**src/design/tce_pkg.sv**
```systemverilog
package tce_pkg;

  localparam int NUM_REGS  = 8;
  localparam int REG_IDX_W = $clog2(NUM_REGS);

  typedef logic [REG_IDX_W-1:0] ridx_t;

  typedef enum logic [7:0] {
    OP_NOP     = 8'h00,
    OP_MOV_RR  = 8'h01,
    OP_MOV_IMM = 8'h02,
    OP_LOAD    = 8'h03,
    OP_STORE   = 8'h04,
    OP_ADD     = 8'h10,
    OP_SUB     = 8'h11,
    OP_INC     = 8'h12,
    OP_DEC     = 8'h13,
    OP_AND     = 8'h20,
    OP_OR      = 8'h21,
    OP_XOR     = 8'h22,
    OP_NOT     = 8'h23,
    OP_JMP     = 8'h40,
    OP_JZ      = 8'h41,
    OP_JNZ     = 8'h42,
    OP_CALL    = 8'h43,
    OP_RET     = 8'h44,
    OP_IN      = 8'h60,
    OP_OUT     = 8'h61,
    OP_HALT    = 8'hFF
  } op_e;

  typedef enum logic [1:0] {
    ERR_OK      = 2'd0,
    ERR_BAD_REG = 2'd1,
    ERR_BAD_OP  = 2'd2
  } err_e;

  // Fixed registers used by the short-form ALU ops.
  localparam ridx_t R0 = ridx_t'(0);
  localparam ridx_t R1 = ridx_t'(1);
  localparam ridx_t R2 = ridx_t'(2);

  typedef struct packed {
    logic       wr_en;
    logic [3:0] wr_nib;
    logic [7:0] wr_val;
    logic [7:0] pc;
    logic       zero;
    logic       halt;
    err_e       err;
  } res_t;

endpackage

```
**src/design/toy_cpu_instruction_executor.sv**
```systemverilog
// Toy 8-bit instruction executor.
// Input channel s_axis: one instruction word per handshake (opcode and two
// operand bytes). Output channel m_axis: one result word per instruction,
// in order: register write, program counter, zero and halt flags, error code.
// An accepted instruction loads the execute stage; its result is registered in
// the output register when the execute stage fires and is on m_axis from then on.
// Throughput: one instruction per cycle while m_axis is not stalled. The register
// file is a two-read, one-write memory with a registered read; operands are read at
// acceptance and a write from the instruction ahead is forwarded, so dependent
// instructions still issue back to back.
// Reset clears the register file (per-entry valid bits), program counter,
// return register and both flags at once; no clearing pass is needed.
// When m_axis_tready is low the result word holds in the output register,
// the execute stage holds behind it, and s_axis_tready drops while the execute
// stage is occupied, until the output register drains.
module toy_cpu_instruction_executor (
  input  logic        clk_i,
  input  logic        rst_ni,
  input  logic        s_axis_tvalid,
  output logic        s_axis_tready,
  // [7:0] op, [15:8] first_operand, [23:16] second_operand
  input  logic [23:0] s_axis_tdata,
  output logic        m_axis_tvalid,
  input  logic        m_axis_tready,
  // [0] write_enable, [3:1] write_index, [11:4] write_value,
  // [19:12] program_counter, [20] zero, [21] halt_flag, [23:22] error_code
  output logic [23:0] m_axis_tdata
);

  logic          s_acc;
  logic          ex_fire;
  logic          ex_valid_q;
  logic [7:0]    ex_op_q, ex_a_q, ex_b_q;
  logic [7:0]    op_in, a_in;
  tce_pkg::ridx_t rd_addr_a, rd_addr_b;
  logic [7:0]    rd_a, rd_b;
  logic [7:0]    opnd_a, opnd_b;
  logic          fwd_a_q, fwd_b_q;
  logic [7:0]    fwd_val_q;
  tce_pkg::res_t res;
  tce_pkg::ridx_t wr_addr;
  logic          out_valid_q;
  logic [23:0]   out_data_q;

  assign op_in = s_axis_tdata[7:0];
  assign a_in  = s_axis_tdata[15:8];

  assign ex_fire       = ex_valid_q && (!out_valid_q || m_axis_tready);
  assign s_axis_tready = !ex_valid_q || ex_fire;
  assign s_acc         = s_axis_tvalid && s_axis_tready;

  // Port A: mov/add source-or-destination nibble, else r1. Port B: add source, else r2.
  always_comb begin
    rd_addr_a = tce_pkg::R1;
    rd_addr_b = tce_pkg::R2;
    if (op_in == tce_pkg::OP_MOV_RR || op_in == tce_pkg::OP_ADD) begin
      rd_addr_a = a_in[tce_pkg::REG_IDX_W+3:4];
    end
    if (op_in == tce_pkg::OP_ADD) begin
      rd_addr_b = a_in[tce_pkg::REG_IDX_W-1:0];
    end
  end

  assign wr_addr = res.wr_nib[tce_pkg::REG_IDX_W-1:0];

  tce_regfile u_regfile (
    .clk_i     (clk_i),
    .rst_ni    (rst_ni),
    .we_i      (ex_fire && res.wr_en),
    .waddr_i   (wr_addr),
    .wdata_i   (res.wr_val),
    .re_i      (s_acc),
    .raddr_a_i (rd_addr_a),
    .raddr_b_i (rd_addr_b),
    .rdata_a_o (rd_a),
    .rdata_b_o (rd_b)
  );

  // A read in the same cycle as the write ahead of it sees the old entry: forward.
  always_ff @(posedge clk_i or negedge rst_ni) begin
    if (!rst_ni) begin
      fwd_a_q <= 1'b0;
      fwd_b_q <= 1'b0;
    end else if (s_acc) begin
      fwd_a_q <= ex_fire && res.wr_en && (wr_addr == rd_addr_a);
      fwd_b_q <= ex_fire && res.wr_en && (wr_addr == rd_addr_b);
    end
  end

  always_ff @(posedge clk_i) begin
    if (s_acc) begin
      fwd_val_q <= res.wr_val;
      ex_op_q   <= op_in;
      ex_a_q    <= a_in;
      ex_b_q    <= s_axis_tdata[23:16];
    end
  end

  assign opnd_a = fwd_a_q ? fwd_val_q : rd_a;
  assign opnd_b = fwd_b_q ? fwd_val_q : rd_b;

  always_ff @(posedge clk_i or negedge rst_ni) begin
    if (!rst_ni) begin
      ex_valid_q <= 1'b0;
    end else if (s_acc) begin
      ex_valid_q <= 1'b1;
    end else if (ex_fire) begin
      ex_valid_q <= 1'b0;
    end
  end

  tce_exec u_exec (
    .clk_i  (clk_i),
    .rst_ni (rst_ni),
    .fire_i (ex_fire),
    .op_i   (ex_op_q),
    .a_i    (ex_a_q),
    .b_i    (ex_b_q),
    .ra_i   (opnd_a),
    .rb_i   (opnd_b),
    .res_o  (res)
  );

  always_ff @(posedge clk_i or negedge rst_ni) begin
    if (!rst_ni) begin
      out_valid_q <= 1'b0;
    end else if (ex_fire) begin
      out_valid_q <= 1'b1;
    end else if (m_axis_tready) begin
      out_valid_q <= 1'b0;
    end
  end

  always_ff @(posedge clk_i) begin
    if (ex_fire) begin
      out_data_q <= {res.err, res.halt, res.zero, res.pc, res.wr_val,
                     res.wr_nib[2:0], res.wr_en};
    end
  end

  assign m_axis_tvalid = out_valid_q;
  assign m_axis_tdata  = out_data_q;

endmodule

```
**src/design/tce_regfile.sv**
```systemverilog
module tce_regfile (
  input  logic               clk_i,
  input  logic               rst_ni,
  input  logic               we_i,
  input  tce_pkg::ridx_t     waddr_i,
  input  logic [7:0]         wdata_i,
  input  logic               re_i,
  input  tce_pkg::ridx_t     raddr_a_i,
  input  tce_pkg::ridx_t     raddr_b_i,
  output logic [7:0]         rdata_a_o,
  output logic [7:0]         rdata_b_o
);

  logic [7:0]                  mem [tce_pkg::NUM_REGS];
  logic [tce_pkg::NUM_REGS-1:0] vld_q;
  logic [7:0]                  rdata_a_q;
  logic [7:0]                  rdata_b_q;

  always_ff @(posedge clk_i) begin
    if (we_i) begin
      mem[waddr_i] <= wdata_i;
    end
  end

  // An entry never written since reset reads as zero.
  always_ff @(posedge clk_i or negedge rst_ni) begin
    if (!rst_ni) begin
      vld_q <= '0;
    end else if (we_i) begin
      vld_q[waddr_i] <= 1'b1;
    end
  end

  always_ff @(posedge clk_i) begin
    if (re_i) begin
      rdata_a_q <= vld_q[raddr_a_i] ? mem[raddr_a_i] : 8'd0;
      rdata_b_q <= vld_q[raddr_b_i] ? mem[raddr_b_i] : 8'd0;
    end
  end

  assign rdata_a_o = rdata_a_q;
  assign rdata_b_o = rdata_b_q;

endmodule

```
**src/design/tce_exec.sv**
```systemverilog
module tce_exec (
  input  logic          clk_i,
  input  logic          rst_ni,
  input  logic          fire_i,
  input  logic [7:0]    op_i,
  input  logic [7:0]    a_i,
  input  logic [7:0]    b_i,
  input  logic [7:0]    ra_i,
  input  logic [7:0]    rb_i,
  output tce_pkg::res_t res_o
);

  logic [7:0] pc_q, pc_d;
  logic [7:0] ret_q, ret_d;
  logic       zero_q, zero_d;
  logic       halt_q, halt_d;
  logic [3:0] hi, lo;
  logic       hi_ok, lo_ok;
  logic       alu_wr;
  logic [7:0] alu_val;
  tce_pkg::res_t res;

  assign hi    = a_i[7:4];
  assign lo    = a_i[3:0];
  assign hi_ok = {1'b0, hi} < 5'(tce_pkg::NUM_REGS);
  assign lo_ok = {1'b0, lo} < 5'(tce_pkg::NUM_REGS);

  always_comb begin
    pc_d        = pc_q;
    ret_d       = ret_q;
    zero_d      = zero_q;
    halt_d      = halt_q;
    alu_wr      = 1'b0;
    alu_val     = 8'd0;
    res.wr_en   = 1'b0;
    res.wr_nib  = 4'd0;
    res.wr_val  = 8'd0;
    res.err     = tce_pkg::ERR_OK;
    case (op_i)
      tce_pkg::OP_NOP, tce_pkg::OP_LOAD, tce_pkg::OP_STORE,
      tce_pkg::OP_IN, tce_pkg::OP_OUT: begin
      end
      tce_pkg::OP_MOV_RR: begin
        if (hi_ok && lo_ok) begin
          res.wr_en  = 1'b1;
          res.wr_nib = lo;
          res.wr_val = ra_i;
        end else begin
          res.err = tce_pkg::ERR_BAD_REG;
        end
      end
      tce_pkg::OP_MOV_IMM: begin
        if (lo_ok) begin
          res.wr_en  = 1'b1;
          res.wr_nib = lo;
          res.wr_val = b_i;
        end else begin
          res.err = tce_pkg::ERR_BAD_REG;
        end
      end
      tce_pkg::OP_ADD: begin
        if (hi_ok && lo_ok) begin
          alu_wr     = 1'b1;
          alu_val    = ra_i + rb_i;
          res.wr_nib = hi;
        end else begin
          res.err = tce_pkg::ERR_BAD_REG;
        end
      end
      tce_pkg::OP_SUB: begin
        alu_wr  = 1'b1;
        alu_val = ra_i - rb_i;
      end
      tce_pkg::OP_INC: begin
        alu_wr     = 1'b1;
        alu_val    = ra_i + 8'd1;
        res.wr_nib = 4'(tce_pkg::R1);
      end
      tce_pkg::OP_DEC: begin
        alu_wr     = 1'b1;
        alu_val    = ra_i - 8'd1;
        res.wr_nib = 4'(tce_pkg::R1);
      end
      tce_pkg::OP_AND: begin
        alu_wr  = 1'b1;
        alu_val = ra_i & rb_i;
      end
      tce_pkg::OP_OR: begin
        alu_wr  = 1'b1;
        alu_val = ra_i | rb_i;
      end
      tce_pkg::OP_XOR: begin
        alu_wr  = 1'b1;
        alu_val = ra_i ^ rb_i;
      end
      tce_pkg::OP_NOT: begin
        alu_wr  = 1'b1;
        alu_val = ~ra_i;
      end
      tce_pkg::OP_JMP: pc_d = a_i;
      tce_pkg::OP_JZ: begin
        if (zero_q) pc_d = a_i;
      end
      tce_pkg::OP_JNZ: begin
        if (!zero_q) pc_d = a_i;
      end
      tce_pkg::OP_CALL: begin
        ret_d = pc_q;
        pc_d  = a_i;
      end
      tce_pkg::OP_RET:  pc_d   = ret_q;
      tce_pkg::OP_HALT: halt_d = 1'b1;
      default: res.err = tce_pkg::ERR_BAD_OP;
    endcase
    // ALU results also set the zero flag; destination defaults to r0.
    if (alu_wr) begin
      res.wr_en  = 1'b1;
      res.wr_val = alu_val;
      zero_d     = (alu_val == 8'd0);
    end
    res.pc   = pc_d;
    res.zero = zero_d;
    res.halt = halt_d;
  end

  always_ff @(posedge clk_i or negedge rst_ni) begin
    if (!rst_ni) begin
      pc_q   <= 8'd0;
      ret_q  <= 8'd0;
      zero_q <= 1'b0;
      halt_q <= 1'b0;
    end else if (fire_i) begin
      pc_q   <= pc_d;
      ret_q  <= ret_d;
      zero_q <= zero_d;
      halt_q <= halt_d;
    end
  end

  assign res_o = res;

endmodule

```
**config.mk**
```make
export PLATFORM = sky130hd
export DESIGN_NAME = toy_cpu_instruction_executor
export DESIGN_NICKNAME = d
export VERILOG_FILES = /design/src/design/tce_pkg.sv /design/src/design/toy_cpu_instruction_executor.sv /design/src/design/tce_regfile.sv /design/src/design/tce_exec.sv
export SDC_FILE = /design/constraint.sdc
export NUM_CORES = 1
export LEC_CHECK = 0
export BUFFER_PORTS_ARGS = -buffer_cell sky130_fd_sc_hd__buf_2
export CORE_MARGIN = 3
export CORE_UTILIZATION = 60
export DETAILED_ROUTE_END_ITERATION = 10
export PLACE_DENSITY = 0.87
export RECOVER_POWER = 25
export SKIP_LAST_GASP = 1
export SYNTH_ARGS = -nofsm -noshare
export SYNTH_HDL_FRONTEND = slang
export SYNTH_SLANG_ARGS = --single-unit
```
**constraint.sdc**
```tcl
create_clock -name clk_i -period 3.8 [get_ports clk_i]
set_input_delay 0.19 -clock clk_i [delete_from_list [all_inputs] [get_ports clk_i]]
set_output_delay 0.19 -clock clk_i [all_outputs]
set_load 0.03 [all_outputs]
```
# Word level (Yosys, flattened, before mapping)
# Memories as Yosys holds them, arrays and structs flattened. A register that Yosys moved wholly into a read port is not among the register bits.
# Index checks and enable logic that the tools add are counted.
[word_totals]
mem_count = 1
word_cells = 114
ff_bits = 86
mem_bits_rw = 64
input_bits = 28
[memory_table]
columns = ["name", "depth", "width", "rd", "rd_clocked_by_memory_dff", "write_ports", "line", "rtl"]
rows = [
  ["u_regfile.mem", 8, 8, 2, 2, 1, "tce_regfile.sv:14", "logic [7:0] mem [tce_pkg::NUM_REGS];"],
]
[classes]
n_reduce_logical = 24
addsub = 4
mux = 36
n_bitwise = 5
order_cmp = 6
eq_ne = 24
[op_table]
columns = ["cell", "count"]
rows = [
  ["$pmux W8 S8", 1],
  ["$eq A8 B7 Y1 const B", 7],
  ["$mux W8", 6],
  ["$eq A8 B5 Y1 const B", 5],
  ["$eq A8 B6 Y1 const B", 4],
  ["$pmux W8 S4", 1],
  ["$mux W13", 2],
  ["$reduce_or A18 Y1", 1],
  ["$eq A8 B1 Y1 const B", 2],
  ["$eq A8 B2 Y1 const B", 2],
  ["$logic_not A8 Y1", 2],
  ["$or A8 B8 Y8", 2],
  ["$pmux W8 S2", 1],
  ["$mux W1", 15],
  ["$lt A3 B4 Y1 const B", 3],
  ["$pmux W3 S4", 1],
  ["$mux W3", 3],
  ["$add A8 B1 Y8 const B", 1],
  ["$add A8 B8 Y8", 1],
  ["$and A8 B8 Y8", 1],
  ["$eq A8 B3 Y1 const B", 1],
  ["$eq A8 B8 Y1 const B", 1],
  ["$lt A4 B4 Y1 const B", 2],
  ["$not A8 Y8", 1],
  ["16 further kinds", 33],
]

# Logic depth before layout (Yosys ltp)
[depth]
ltp_word = 9
ltp_mapped = 15
mapped_depth_nobuf = 13

# Cells and area by module
# From an unflattened synthesis, not the netlist that was laid out.
[hier_totals]
cells_unflattened = 624
area_unflattened_um2 = 8854.7
[by_module_without_submodules]
columns = ["module", "instances", "area_each_um2", "cells_per_inst"]
rows = [
  ["tce_regfile", 1, 4005.1, 189],
  ["tce_exec", 1, 2617.5, 317],
  ["toy_cpu_instruction_executor", 1, 2232.1, 118],
]

# Worst setup path after synthesis
# No wires, ideal clock.
[synth_timing]
path_kind = "register to register"
start = "register ex_op_q[7]"
end = "register out_data_q[20] (netlist: m_axis_tdata[20]) (data pin)"
path_stages_with_launch = 14
setup_slack_ns = 0.371
t_arrival_ns = 3.259
t_required_ns = 3.631
path_buffers = 2
setup_time_ns = 0.169
period_less_slack_ns = 3.429
cell_sequence = "edfxtp_1 buf_6 or4b_1 buf_6 nor2_1 o22ai_1 fa_1 nand2b_1 a21oi_1 o21a_1 o21a_1 o31ai_1 or4_4 o31ai_1"
[synth_rtl]
columns = ["element", "line", "rtl"]
rows = [
  ["from (decl)", "toy_cpu_instruction_executor.sv:33", "logic [7:0] ex_op_q, ex_a_q, ex_b_q;"],
  ["from (signal assigned)", "toy_cpu_instruction_executor.sv:93", "ex_op_q <= op_in;"],
  ["to (signal assigned)", "toy_cpu_instruction_executor.sv:136", "out_data_q <= {res.err, res.halt, res.zero, res.pc, res.wr_val,"],
  ["to (decl)", "toy_cpu_instruction_executor.sv:43", "logic [23:0] out_data_q;"],
]

==> results by stage <==
Outcome:
- The flow ran to the end, but the final reports show violations.
- The checks that failed: capacitance limit, slew limit.

Synthesis:
- Synthesis inferred 166 register bits.
- By area the synthesized netlist is led by edfxtp_1 (47%), dfrtp_1 (8.7%), mux4_2 (6.2%).
- Synthesis produced a netlist with a net count of 707.
- The most area-hungry cell type in the Yosys netlist is edfxtp_1.
- A synthesized cell averages 13.3 µm².
- The mapped netlist covers 8660 µm².
- The share of flip-flops with an asynchronous set or reset after synthesis is 18.1%.
- The flip-flop cell with the highest count after synthesis is edfxtp_1.
- The fraction of the yosys area taken by sequential cells is 55.8%.
- The total of warnings raised by yosys is 0.
- After synthesis, the largest area contributor takes up 47.2% of total cell area.
- The count of cell types in the netlist is 71.
- The count of mapped cells out of synthesis is 653.
- Counting flops with a built-in enable in the synthesized netlist gives 136.

Run:
- Across the run, the number of max-cap violations was 2.

Route:
- The detailed router finished its first iteration with 756 violations.
- After detailed routing, the number of vias per cell comes to 6.60.
- Once detail routing completed, the nets flagged for antenna violations numbered 0.
- The first detailed-routing pass took 6 iterations.
- For this run, design rule violations remaining after detail routing come to 0.
- Dividing the detail-routed wire length by the instance count gives 23.7 µm.
- The number of vias after detailed routing is 6190.
- Wires add up to 22200 µm.

CTS:
- The maximum count of clock buffers along a single path is 2.
- Buffers inserted during clock tree synthesis total 17.
- The H-tree was split into 4 levels.
- The clock drives 166 sinks.
- TritonCTS built the clock tree.
- The tree is rooted in a clkbuf_16.
- The later pin in the worst-skew pair is clocked with a latency of 0.44 ns.
- The clock transition time at the flip-flop clock pins of the worst setup and hold paths is 0.07 ns.
- The buffers inserted during post-CTS setup optimization is 0.

Layout:
- For this run, the post-layout net count is 799.
- The number of antenna diodes in the final layout is 0.
- Excluding fillers, the count of instances in the completed layout stands at 938.
- The most common cell after layout, fill and taps aside is edfxtp_1.
- The finished layout cell area is 10000 µm².
- In the final layout, the multi-input gates occupy 3530 µm².
- In the layout the commonest cells are edfxtp_1 (136), mux2i_1 (47), nor2_1 (46).
- The layout has 912 filler cells.
- The fraction of final layout cells with drive strength greater than 1 is 19.0%.
- The area occupied by registers is 4830 µm².
- The area growth from synthesis to layout is 15.6%.

Power:
- The share of total power dissipated in combinational logic is 10.3%.
- Power comes to 4.37 mW.
- Summed over all cells, the static leakage comes to 4.03 nW.
- Registers are responsible for 48.5% of the overall power.
- The worst-case IR drop observed on VDD is 0.622 mV.
- The switching fraction of total power is 27.0%.
- The total power density per cell area is 437 nW/µm².
- The power share of the clock group is 41.3%.
- In this run the power spent charging and discharging nets is 1.18 mW.
- Cell internal power was estimated by the tool at 3.19 mW.

Floorplan:
- The core region is 14000 µm².
- After floorplanning, the core was divided into 43 placement rows.
- The die covers 15900 µm².
- For this configuration, the core starts out at a cell density of 61.9%.
- The die is 126 µm tall.
- In this run the horizontal extent of the chip is 126 µm.
- The number of primary I/O pins is 54.

GRT:
- The residual overflow from global routing is 0.
- The overall track demand over capacity in global routing is 28.6%.
- Entering global routing, the biggest net connects 31 pins.
- The wire length of the first global-routing pass is 34700 µm.
- The number of antenna violations at the first check in global routing came to 0.
- The number of global-route vias before repair came to 6384.

Critical path:
- The biggest cell delay along the critical path is 0.74 ns.
- STA classifies the critical path endpoint as a flop.
- The biggest fanout along the worst timing path is 5.
- Among the stages of the critical path, the cell type that occurs most often is o22ai_1.
- The largest individual stage delay along the critical path comes from the cell or4b_2.
- The type of the worst setup path is flop to flop.
- Data on the critical path is required at its endpoint by 4.07 ns.
- The signal on the critical path passes through or4b_2 -> o22ai_1 -> inv_1 -> ha_1 -> or2_2 -> o22ai_1 -> xor2_1 -> o2bb2ai_1 -> a22o_1 -> or4_4 -> o31ai_1.
- The critical path data arrival time is 3.80 ns.
- The worst setup path is launched from a flop.

Worst hold path:
- The type of the most critical hold path is input pin to flop.

Timing:
- Clock skew on the completed layout was measured at 0.0103 ns.
- The number of endpoints with negative hold slack in the final report came to 0.
- The routed design could run at a clock period as short as 3.54 ns.
- Based on the critical path, the design can be clocked at up to 283 MHz.
- Setup total negative slack on the finished layout was measured at 0 ns.
- Setup repair after global routing left no endpoint under its margin.
- The actual slew at the worst max-slew pin is 1.77 ns.
- Measured against its own limit, the worst slew margin works out to -18.2%.
- The final critical path takes up 93.1% of the cycle.
- The total count of max-transition violations in the final report is 58.
- In the post-route analysis, the smallest setup slack over all paths is 0.262 ns.
- Setup violations remaining at the end of the flow were counted as 0.

Placement:
- The count of buffers from port buffering is 53.
- The post-placement cell count is 884.
- The final weighted congestion in routability-driven placement is 0.975.
- After detailed placement, the total cell area comes to 9220 µm².
- The pre-CTS setup slack is 0.304 ns.
- The placed wire-length estimate after detailed placement is 14800 µm.
-- routing by layer --
metal | vias to the layer above | wire (µm) | GRT usage (%)
met5 | - | 0 | 0
met1 | 3049 | 8330 | 34.7
li1 | 2709 | - | -
met2 | 368 | 11500 | 49.0
met4 | 0 | 692 | 13.2
met3 | 64 | 1740 | 6.28
-- power groups by stage --
| stage | combinational [mW] | sequential [mW] | clock (mW) |
|---|---|---|---|
| after global routing | 0.489 | 2.13 | 1.89 |
| after detailed placement | 0.435 | 2.15 | 0 |
| after global placement | 0.424 | 2.15 | 0 |
| after floorplan | 0.251 | 2.19 | 0 |
| final | 0.449 | 2.12 | 1.80 |
| after CTS | 0.455 | 2.12 | 1.82 |
-- flip-flops by register name, indices dropped and copies added (netlist names) --
| register | cells |
|---|---|
| u_regfile.mem | 64 |
| m_axis_tdata | 24 |
| ex_a_q | 8 |
| ex_b_q | 8 |
| ex_op_q | 8 |
| fwd_val_q | 8 |
| u_exec.pc_q | 8 |
| u_exec.ret_q | 8 |
| u_regfile.rdata_a_o | 8 |
| u_regfile.rdata_b_o | 8 |
| u_regfile.vld_q | 8 |
| ex_valid_q | 1 |
| fwd_a_q | 1 |
| fwd_b_q | 1 |
| m_axis_tvalid | 1 |
| u_exec.halt_q | 1 |
| u_exec.zero_q | 1 |
-- logic make-up (layout without fill, tap and decap cells) --
family,count (synthesis),in the layout,synth area share [%]
flip-flops,166,166,55.8
AO/OA/AOI/OAI,137,137,11.4
buffers and inverters,67,172,3.41
adder cells (fa/ha/maj),26,26,3.93
AND/OR/NAND/NOR,153,153,9.83
XOR/XNOR,16,16,1.62
multiplexers,88,88,14.0
-- stage by stage --
step                util, %  hold slack [ns]
floorplan                 -           -0.106
global placement       65.9            0.266
detailed placement     65.9            0.287
CTS                    72.0           0.0355
global route           71.6           0.0926
finish                 71.6           0.0793
-- cell usage after synthesis, types with 5 or more instances --
cell        n
a21o_1      6
a21oi_1    28
a221o_1     6
a221oi_1   17
a222oi_1    7
a22oi_1     6
a31oi_1     5
buf_2      10
clkbuf_1   15
dfrtp_1    30
edfxtp_1  136
ha_1       24
inv_1      33
mux2_2     16
mux2i_1    47
mux4_2     24
nand2_1    34
nand2b_1   13
nor2_1     46
nor3_1     11
o21ai_0    23
o21bai_1    8
o31ai_1     5
or2_2       7
xnor2_1    10
xor2_1      6
-- area by class of cell --
type,count,share of cell area (%)
clock buffers,17,4.25
clock inverters,15,2.05
inverters,34,1.27
multi-input cells,420,35.3
flip-flops and latches,166,48.3
well taps,180,2.25
repair buffers,106,6.64
-- worst paths after layout --
kind / cells past startpoint / end / start / slack, ns
hold / removal: 3 / m_axis_tvalid / m_axis_tready / 0.08
min in group asynchronous: 2 / ex_valid_q / rst_ni / 0.75
setup reg to reg: 11 / m_axis_tdata[20] / ex_op_q[2] / 0.26
hold reg to reg: 1 / u_exec.halt_q / u_exec.halt_q / 0.47
max in group asynchronous: 2 / u_exec.pc_q[3] / rst_ni / 2.02
setup / recovery: 11 / m_axis_tdata[20] / ex_op_q[2] / 0.26
-- critical path, delay by kind of cell (launching register included) --
| kind | cells | cell delay [ns] |
|---|---|---|
| buf+inv | 1 | 0.09 |
| compound gates | 5 | 0.95 |
| flops | 1 | 0.42 |
| fa+ha+maj | 1 | 0.19 |
| simple gates | 3 | 1.54 |
| xor+xnor | 1 | 0.17 |
-- timing repair --
action / CTS / global route
endpoints found under the hold margin: 51 / 0
hold buffers: 22 / 0
gates resized for setup: 0 / 0
No activity file was read; power rests on OpenSTA's default activity.
